**config.mk**
```make
export PLATFORM = sky130hd
export DESIGN_NAME = frequency_sort_symbols
export DESIGN_NICKNAME = d
export VERILOG_FILES = /design/src/rtl/fss_pkg.sv /design/src/rtl/fss_table.sv /design/src/rtl/fss_out_reg.sv /design/src/rtl/fss_engine.sv /design/src/rtl/frequency_sort_symbols.sv
export SDC_FILE = /design/constraint.sdc
export NUM_CORES = 1
export LEC_CHECK = 0
export ABC_AREA = 0
export BUFFER_PORTS_ARGS = -buffer_cell sky130_fd_sc_hd__buf_4
export CAP_MARGIN = 20
export CORE_ASPECT_RATIO = 1.1
export CORE_UTILIZATION = 47
export CTS_CLUSTER_DIAMETER = 80
export DETAILED_ROUTE_END_ITERATION = 7
export HOLD_SLACK_MARGIN = 0.02
export PLACE_DENSITY = 0.61
export SETUP_SLACK_MARGIN = 0.2
export SYNTH_ARGS = -nofsm -noshare
export SYNTH_HDL_FRONTEND = slang
export SYNTH_SLANG_ARGS = --single-unit
```
**constraint.sdc**
```tcl
create_clock -name clk -period 10.55 [get_ports clk]
set_input_delay 0.5275 -clock clk [delete_from_list [all_inputs] [get_ports clk]]
set_output_delay 0.5275 -clock clk [all_outputs]
set_load 0.005 [all_outputs]
```
**src/rtl/fss_pkg.sv**
```systemverilog
// shared types and constants for the frequency sort block
package fss_pkg;

  localparam int TABLE_DEPTH = 64;
  localparam int ADDR_W      = 6;
  localparam int CNT_W       = 7;
  localparam int SYM_W       = 8;

  // one table entry: count in the upper bits, symbol in the lower bits
  typedef struct packed {
    logic [CNT_W-1:0] cnt;
    logic [SYM_W-1:0] sym;
  } entry_t;

  typedef struct packed {
    logic              we;
    logic [ADDR_W-1:0] waddr;
    entry_t            wdata;
    logic [ADDR_W-1:0] raddr;
  } mem_req_t;

  typedef struct packed {
    logic [SYM_W-1:0] sym;
    logic             last;
    logic             drop;
  } out_item_t;

  typedef enum logic [3:0] {
    ST_IDLE,
    ST_SCAN,
    ST_SORT_INIT,
    ST_SORT_LD,
    ST_SORT_GET,
    ST_SORT_RUN,
    ST_EMIT_LD,
    ST_EMIT_GET,
    ST_EMIT_OUT
  } fss_state_t;

endpackage

```
**src/rtl/fss_table.sv**
```systemverilog
// symbol/count table: one write port, one registered read port
module fss_table import fss_pkg::*; (
  input  logic     clk,
  input  mem_req_t req,
  output entry_t   rdata
);

  entry_t mem [TABLE_DEPTH];

  always_ff @(posedge clk) begin
    if (req.we) begin
      mem[req.waddr] <= req.wdata;
    end
    rdata <= mem[req.raddr];
  end

endmodule

```
**src/rtl/fss_out_reg.sv**
```systemverilog
// output register holding one result item toward the master side
module fss_out_reg import fss_pkg::*; (
  input  logic             clk,
  input  logic             rst,
  input  logic             push,
  input  out_item_t        push_item,
  output logic             push_ready,
  output logic             m_tvalid,
  input  logic             m_tready,
  output logic [SYM_W-1:0] m_tdata,
  output logic             m_tlast,
  output logic             m_tuser
);

  logic      valid;
  out_item_t item;

  assign push_ready = !valid || m_tready;
  assign m_tvalid   = valid;
  assign m_tdata    = item.sym;
  assign m_tlast    = item.last;
  assign m_tuser    = item.drop;

  always_ff @(posedge clk) begin
    if (rst) begin
      valid <= 1'b0;
    end else if (push) begin
      valid <= 1'b1;
    end else if (m_tready) begin
      valid <= 1'b0;
    end
  end

  always_ff @(posedge clk) begin
    if (push) begin
      item <= push_item;
    end
  end

endmodule

```
**src/rtl/fss_engine.sv**
```systemverilog
// sequencer: table search per byte, exchange sort and emission over the table memory
module fss_engine import fss_pkg::*; #(
  parameter int MAX_LEN = 64
) (
  input  logic             clk,
  input  logic             rst,
  input  logic             s_tvalid,
  output logic             s_tready,
  input  logic [SYM_W-1:0] s_tdata,
  input  logic             s_tlast,
  output mem_req_t         mem_req,
  input  entry_t           rdata,
  output logic             push,
  output out_item_t        push_item,
  input  logic             push_ready
);

  fss_state_t        state, state_next;
  logic [SYM_W-1:0]  sym_q, sym_q_next;
  logic              last_q, last_q_next;
  logic [CNT_W-1:0]  distinct_total, distinct_total_next;
  logic [CNT_W-1:0]  length_seen, length_seen_next;
  logic              overflow_flag, overflow_flag_next;
  logic [CNT_W-1:0]  rk, rk_next;
  logic [ADDR_W-1:0] ck, ck_next;
  logic              pend, pend_next;
  logic [CNT_W-1:0]  idx, idx_next;
  entry_t            cur, cur_next;
  logic [CNT_W-1:0]  rem, rem_next;
  logic [CNT_W-1:0]  idx_inc;
  logic [CNT_W-1:0]  idx_inc2;
  logic              last_entry;

  assign idx_inc    = idx + CNT_W'(1);
  assign idx_inc2   = idx + CNT_W'(2);
  assign last_entry = (idx_inc == distinct_total);

  always_comb begin
    state_next          = state;
    sym_q_next          = sym_q;
    last_q_next         = last_q;
    distinct_total_next = distinct_total;
    length_seen_next    = length_seen;
    overflow_flag_next  = overflow_flag;
    rk_next             = rk;
    ck_next             = ck;
    pend_next           = pend;
    idx_next            = idx;
    cur_next            = cur;
    rem_next            = rem;
    mem_req             = '0;
    push                = 1'b0;
    push_item           = '0;
    s_tready            = (state == ST_IDLE);

    unique case (state)
      ST_IDLE: begin
        if (s_tvalid) begin
          sym_q_next  = s_tdata;
          last_q_next = s_tlast;
          if (s_tdata != '0 && length_seen < CNT_W'(MAX_LEN)) begin
            length_seen_next = length_seen + CNT_W'(1);
            rk_next          = '0;
            pend_next        = 1'b0;
            state_next       = ST_SCAN;
          end else begin
            if (s_tdata != '0) begin
              overflow_flag_next = 1'b1;
            end
            if (s_tlast) begin
              state_next = ST_SORT_INIT;
            end
          end
        end
      end

      // reads stream one per cycle, each compare runs on the registered read data in the cycle after its read
      ST_SCAN: begin
        if (pend && rdata.sym == sym_q) begin
          mem_req.we    = 1'b1;
          mem_req.waddr = ck;
          mem_req.wdata = '{cnt: rdata.cnt + CNT_W'(1), sym: sym_q};
          state_next    = last_q ? ST_SORT_INIT : ST_IDLE;
        end else if (!pend && rk >= distinct_total) begin
          mem_req.we          = 1'b1;
          mem_req.waddr       = distinct_total[ADDR_W-1:0];
          mem_req.wdata       = '{cnt: CNT_W'(1), sym: sym_q};
          distinct_total_next = distinct_total + CNT_W'(1);
          state_next          = last_q ? ST_SORT_INIT : ST_IDLE;
        end else if (rk < distinct_total) begin
          mem_req.raddr = rk[ADDR_W-1:0];
          ck_next       = rk[ADDR_W-1:0];
          rk_next       = rk + CNT_W'(1);
          pend_next     = 1'b1;
        end else begin
          pend_next = 1'b0;
        end
      end

      ST_SORT_INIT: begin
        idx_next = '0;
        if (distinct_total == '0) begin
          length_seen_next   = '0;
          overflow_flag_next = 1'b0;
          state_next         = ST_IDLE;
        end else if (distinct_total == CNT_W'(1)) begin
          state_next = ST_EMIT_LD;
        end else begin
          state_next = ST_SORT_LD;
        end
      end

      ST_SORT_LD: begin
        mem_req.raddr = idx[ADDR_W-1:0];
        state_next    = ST_SORT_GET;
      end

      ST_SORT_GET: begin
        cur_next      = rdata;
        mem_req.raddr = idx_inc[ADDR_W-1:0];
        ck_next       = idx_inc[ADDR_W-1:0];
        rk_next       = idx_inc2;
        pend_next     = 1'b1;
        state_next    = ST_SORT_RUN;
      end

      // entry i lives in cur; a smaller count at j swaps into cur
      ST_SORT_RUN: begin
        if (pend) begin
          if (cur.cnt > rdata.cnt) begin
            mem_req.we    = 1'b1;
            mem_req.waddr = ck;
            mem_req.wdata = cur;
            cur_next      = rdata;
          end
          if (rk < distinct_total) begin
            mem_req.raddr = rk[ADDR_W-1:0];
            ck_next       = rk[ADDR_W-1:0];
            rk_next       = rk + CNT_W'(1);
            pend_next     = 1'b1;
          end else begin
            pend_next = 1'b0;
          end
        end else begin
          mem_req.we    = 1'b1;
          mem_req.waddr = idx[ADDR_W-1:0];
          mem_req.wdata = cur;
          if (idx_inc2 < distinct_total) begin
            idx_next   = idx_inc;
            state_next = ST_SORT_LD;
          end else begin
            idx_next   = '0;
            state_next = ST_EMIT_LD;
          end
        end
      end

      ST_EMIT_LD: begin
        mem_req.raddr = idx[ADDR_W-1:0];
        state_next    = ST_EMIT_GET;
      end

      ST_EMIT_GET: begin
        cur_next   = rdata;
        rem_next   = rdata.cnt;
        state_next = ST_EMIT_OUT;
      end

      ST_EMIT_OUT: begin
        if (push_ready) begin
          push           = 1'b1;
          push_item.sym  = cur.sym;
          push_item.last = (rem <= CNT_W'(1)) && last_entry;
          push_item.drop = overflow_flag;
          rem_next       = rem - CNT_W'(1);
          if (rem <= CNT_W'(1)) begin
            if (last_entry) begin
              distinct_total_next = '0;
              length_seen_next    = '0;
              overflow_flag_next  = 1'b0;
              state_next          = ST_IDLE;
            end else begin
              idx_next   = idx_inc;
              state_next = ST_EMIT_LD;
            end
          end
        end
      end

      default: begin
        state_next = ST_IDLE;
      end
    endcase
  end

  always_ff @(posedge clk) begin
    if (rst) begin
      state <= ST_IDLE;
    end else begin
      state <= state_next;
    end
  end

  always_ff @(posedge clk) begin
    if (rst) begin
      distinct_total <= '0;
      length_seen    <= '0;
      overflow_flag  <= 1'b0;
      pend           <= 1'b0;
    end else begin
      distinct_total <= distinct_total_next;
      length_seen    <= length_seen_next;
      overflow_flag  <= overflow_flag_next;
      pend           <= pend_next;
    end
  end

  always_ff @(posedge clk) begin
    sym_q  <= sym_q_next;
    last_q <= last_q_next;
    rk     <= rk_next;
    ck     <= ck_next;
    idx    <= idx_next;
    cur    <= cur_next;
    rem    <= rem_next;
  end

endmodule

```
**src/rtl/frequency_sort_symbols.sv**
```systemverilog
// Sorts the bytes of a string by occurrence count, ascending; ties settle as the exchange sort leaves them.
// Input channel s_*: one byte per item in s_tdata, s_tlast on the final byte.
// A zero byte is ignored; bytes past MAX_LEN are dropped and flagged.
// Output channel m_*: the sorted string, one byte per item, m_tlast on the last
// byte, m_tuser set on every byte when input was dropped.
// Each accepted byte is searched in a 64-entry table memory (one read per cycle,
// registered read data); the search runs over the D distinct symbols seen so
// far. The final byte then runs an exchange sort over the same memory, in outer
// passes over the entry positions, followed by emission of each distinct symbol
// as many times as it was counted. One string is handled at a time.
// s_tready is low while a byte is searched, and from the final byte until the
// last output item is registered. A string ending with no counted byte gives no output.
// Reset (rst, synchronous) clears the entry count, so the table reads as empty; no clearing pass is needed.
// When m_tready is low a held item stays in the output register and emission waits.
module frequency_sort_symbols import fss_pkg::*; #(
  parameter int MAX_LEN = 64
) (
  input  logic             clk,
  input  logic             rst,
  input  logic             s_tvalid,
  output logic             s_tready,
  input  logic [SYM_W-1:0] s_tdata,   // symbol
  input  logic             s_tlast,
  output logic             m_tvalid,
  input  logic             m_tready,
  output logic [SYM_W-1:0] m_tdata,   // out_symbol
  output logic             m_tlast,
  output logic             m_tuser    // dropped_input
);

  mem_req_t  mem_req;
  entry_t    rdata;
  logic      push;
  out_item_t push_item;
  logic      push_ready;

  fss_engine #(
    .MAX_LEN (MAX_LEN)
  ) u_engine (
    .clk        (clk),
    .rst        (rst),
    .s_tvalid   (s_tvalid),
    .s_tready   (s_tready),
    .s_tdata    (s_tdata),
    .s_tlast    (s_tlast),
    .mem_req    (mem_req),
    .rdata      (rdata),
    .push       (push),
    .push_item  (push_item),
    .push_ready (push_ready)
  );

  fss_table u_table (
    .clk   (clk),
    .req   (mem_req),
    .rdata (rdata)
  );

  fss_out_reg u_out (
    .clk        (clk),
    .rst        (rst),
    .push       (push),
    .push_item  (push_item),
    .push_ready (push_ready),
    .m_tvalid   (m_tvalid),
    .m_tready   (m_tready),
    .m_tdata    (m_tdata),
    .m_tlast    (m_tlast),
    .m_tuser    (m_tuser)
  );

  a_push_has_room: assert property (@(posedge clk) disable iff (rst)
    push |-> push_ready)
    else $error("item pushed into a full output register");

  a_last_frees_input: assert property (@(posedge clk) disable iff (rst)
    (push && push_item.last) |=> s_tready)
    else $error("input not reopened after last output item");

  a_no_zero_symbol: assert property (@(posedge clk) disable iff (rst)
    push |-> (push_item.sym != '0))
    else $error("zero symbol emitted");

endmodule
```
==> summary.md <==
| Metric | Value |
|---|---|
| TritonCTS clock tree | built |
| Final Setup Violations | 0 |
| Logic pwr share | 0.164 |
| Endpoint required time on the critical path | 11.12 ns |
| Core Rows | 116 |
| Outcome | finished, violations left |
| GRT overflow | 0 |
| M3 GR Usage | 0.0437 |
| Max Cap Violations | 0 |
| Min Tclk post-route | 5.89 ns |
| Pwr/cell area | 212 mW/mm^2 |
| Die X | 292 um |
| Layout cell share with drive strength beyond 1 | 0.104 |
| Critical path arrival | 6.46 ns |
| Largest net degree at the start of global routing | 163 |
| Post-DP HPWL | 76800 um |
| Smallest setup slack after layout | 4.66 ns |
| Final Hold Vio Count | 0 |
| Number of port buffers | 24 |
| Dpl ws | 4.71 ns |
| Sequential area share after synthesis | 0.721 |
| Int Power | 7300 uW |
| Clock sinks | 1057 |
| Failing checks | design-rule violations |
| Syn Nets | 3332 |
| Final setup TNS | 0 ns |
| Footprint of the multi-input gates | 0.0112 mm^2 |
| Final period util | 0.558 |
| Resized Gates After CTS | 0 |
| DRT Pass-1 Iters | 8 |
| FILL cells | 7499 |
| Switching power | 2980 uW |
| Synthesized cell area | 0.0435 mm^2 |
| Actual slew at the worst max-slew pin | 1.14 ns |
| Mapped Cells | 3288 |
| First-pass GRT wire length | 189000 um |
| CTS Root Cell | clkbuf_16 |
| Fmax achieved | 170 MHz |
| WL/cell | 28.1 um |
| Die Ht | 321 um |
| H-tree depth | 3 |
| Area growth syn-to-layout | 11.6% |
| Initial antenna violation count | 3 |
| Final WL | 129000 um |
| Max Buffers Root-to-Sink | 3 |
| Startpoint Class | flip-flop |
| Post-synthesis area per instance | 13.2 um^2 |
| Clk network pwr share | 0.347 |
| I/O Pins | 25 |
| RSZ-0062 raised after global routing | false |
| CP endpoint kind | flip-flop |
| Final Hold Slack | 0.0677 ns |
| Via count | 28700 |
| Vias in the first global route | 27700 |
| FF+latch area | 0.0314 mm^2 |
| Primary FF master, synth | edfxtp_1 |
| Met1 Use GR | 0.371 |
| Met2 GRT Util | 0.440 |
| Cell variety after synth | 80 |
| Post-synth ARST share | 0 |
| Total track usage | 0.275 |
| Peak VDD IR | 0.120 mV |
| CP Class | reg -> reg |
| Vias per cell | 6.25 |
| Relative slew slack | 0.242 |
| Slew Limit Fails | 0 |
| Routed Antenna Nets | 0 |
| DRC viols | 1 |
| CP Max Fanout | 67 |
| Core Region | 0.0913 mm^2 |
| Worst-path clk slew | 0.07 ns |
| GRT busiest layer | met2 |
| Class of the tightest hold or removal check | in -> reg |
| CTS buffer count | 106 |
| Sw Ratio | 0.290 |
| Initial core utilization | 0.476 |
| Clock Skew | 0.0298 ns |
| Sequential share of power | 0.489 |
| Synthesized flop and latch total | 1057 |
| Clk Latency, worst-skew pair | 0.68 ns |
| Post-DP Area | 0.0451 mm^2 |
| DRT iter0 DRCs | 3474 |
| Post-synth EDFFs | 1021 |
| Leakage power | 0.0155 uW |
| Total setup buffers inserted after CTS | 0 |
| Routability cong. | 0.907 |
| Nets@finish | 3363 |
| Yosys warnings | 0 |
| DIE AREA | 0.0938 mm^2 |
| Final Instance Area | 0.0486 mm^2 |
-- power groups by stage --
stage	clock network, uW	logic, uW	registers (uW)
after floorplan	0	997	5010
after global placement	0	1630	5110
after detailed placement	0	1660	5110
after CTS	3610	1670	5030
after global routing	3770	1790	5030
final	3570	1690	5030
-- kinds of logic (layout without fill, tap and decap cells) --
family,count (synthesis),in the layout,share of synthesized area
flip-flops,1057,1057,0.721
buffers and inverters,236,352,0.0246
AO/OA/AOI/OAI,684,684,0.107
adder cells (fa/ha/maj),31,31,0.00892
AND/OR/NAND/NOR,1205,1205,0.121
XOR/XNOR,50,50,0.0104
other,0,1,0
multiplexers,25,25,0.00584
-- synthesized netlist by cell type (all sizes together), types with 31 or more instances --
cell type | n | share of area
a211oi | 103 | 0.018
a21oi | 192 | 0.022
a31oi | 90 | 0.013
and3 | 110 | 0.016
buf | 134 | 0.016
clkbuf | 77 | 0.0066
dfxtp | 36 | 0.017
edfxtp | 1021 | 0.70
ha | 31 | 0.0089
nand2 | 697 | 0.060
nand3 | 142 | 0.016
nor2 | 143 | 0.012
o21ai | 65 | 0.0077
-- timing repair --
item | in CTS | in global routing
hold endpoints to repair | 8 | 0
setup endpoints to repair | 0 | 0
hold buffers | 8 | 0
-- cell type report --
class,count,share of cell area
repair buffers,134,0.0231
clock inverters,58,0.00948
flip-flops and latches,1057,0.646
clock buffers,135,0.0573
multi-input cells,1995,0.231
inverters,25,0.00193
diodes,1,0.0000515
well taps,1180,0.0304
-- registers in the layout, summed over array words and instances, names as in the netlist, 7 cells and up --
name / cells
u_engine.length_seen: 7
u_table.mem: 960
u_out.m_tdata: 8
u_engine.rk: 7
u_engine.idx: 7
u_engine.sym_q: 8
u_engine.rem: 7
u_engine.distinct_total: 7
u_engine.cur: 15
u_table.rdata: 15
-- final timing paths --
kind,to,cells past startpoint,slack (ns),from
hold / removal,u_engine.last_q,1,0.07,s_tlast
setup reg to reg,u_table.rdata[14],15,4.66,u_engine.distinct_total[4]
setup / recovery,u_table.rdata[14],15,4.66,u_engine.distinct_total[4]
hold reg to reg,u_engine.overflow_flag,2,0.49,u_engine.overflow_flag
-- layer usage --
metal	share of wire	up-vias
li1	-	12600
met1	0.41	14500
met2	0.47	1330
met3	0.078	235
met4	0.044	2
met5	0.00010	-
-- placed cells by master, fill, tap and decap left out, drive strengths merged, types with 28 or more instances in the layout --
master	n
ha	31
a21oi	192
nand2	697
buf	125
inv	28
a31oi	90
o21ai	65
nor2	143
and3	110
clkinv	44
edfxtp	1021
dfxtp	36
a211oi	103
nand3	142
clkbuf	136
-- critical path, stage by stage, from the launching register on --
cell and delay, ns:
dfxtp_1 0.41, inv_1 0.15, ha_1 0.33, a21oi_1 0.06, o21ai_0 0.51, nor2_1 0.28, buf_4 0.27, a41oi_4 0.17
buf_4 0.41, nand2_4 0.56, buf_4 0.57, a21oi_1 0.23, a22oi_1 0.11, o22ai_1 0.74, o22ai_1 0.52, o22a_1 0.31
-- per-stage QoR --
step,power [uW],instances,util
final,10300,4585,0.532
after global routing,10600,4584,0.532
after CTS,10300,4577,0.530
after floorplan,6010,3288,-
after global placement,6740,4374,0.494
after detailed placement,6770,4376,0.494
(Power assumes the default switching activity.)
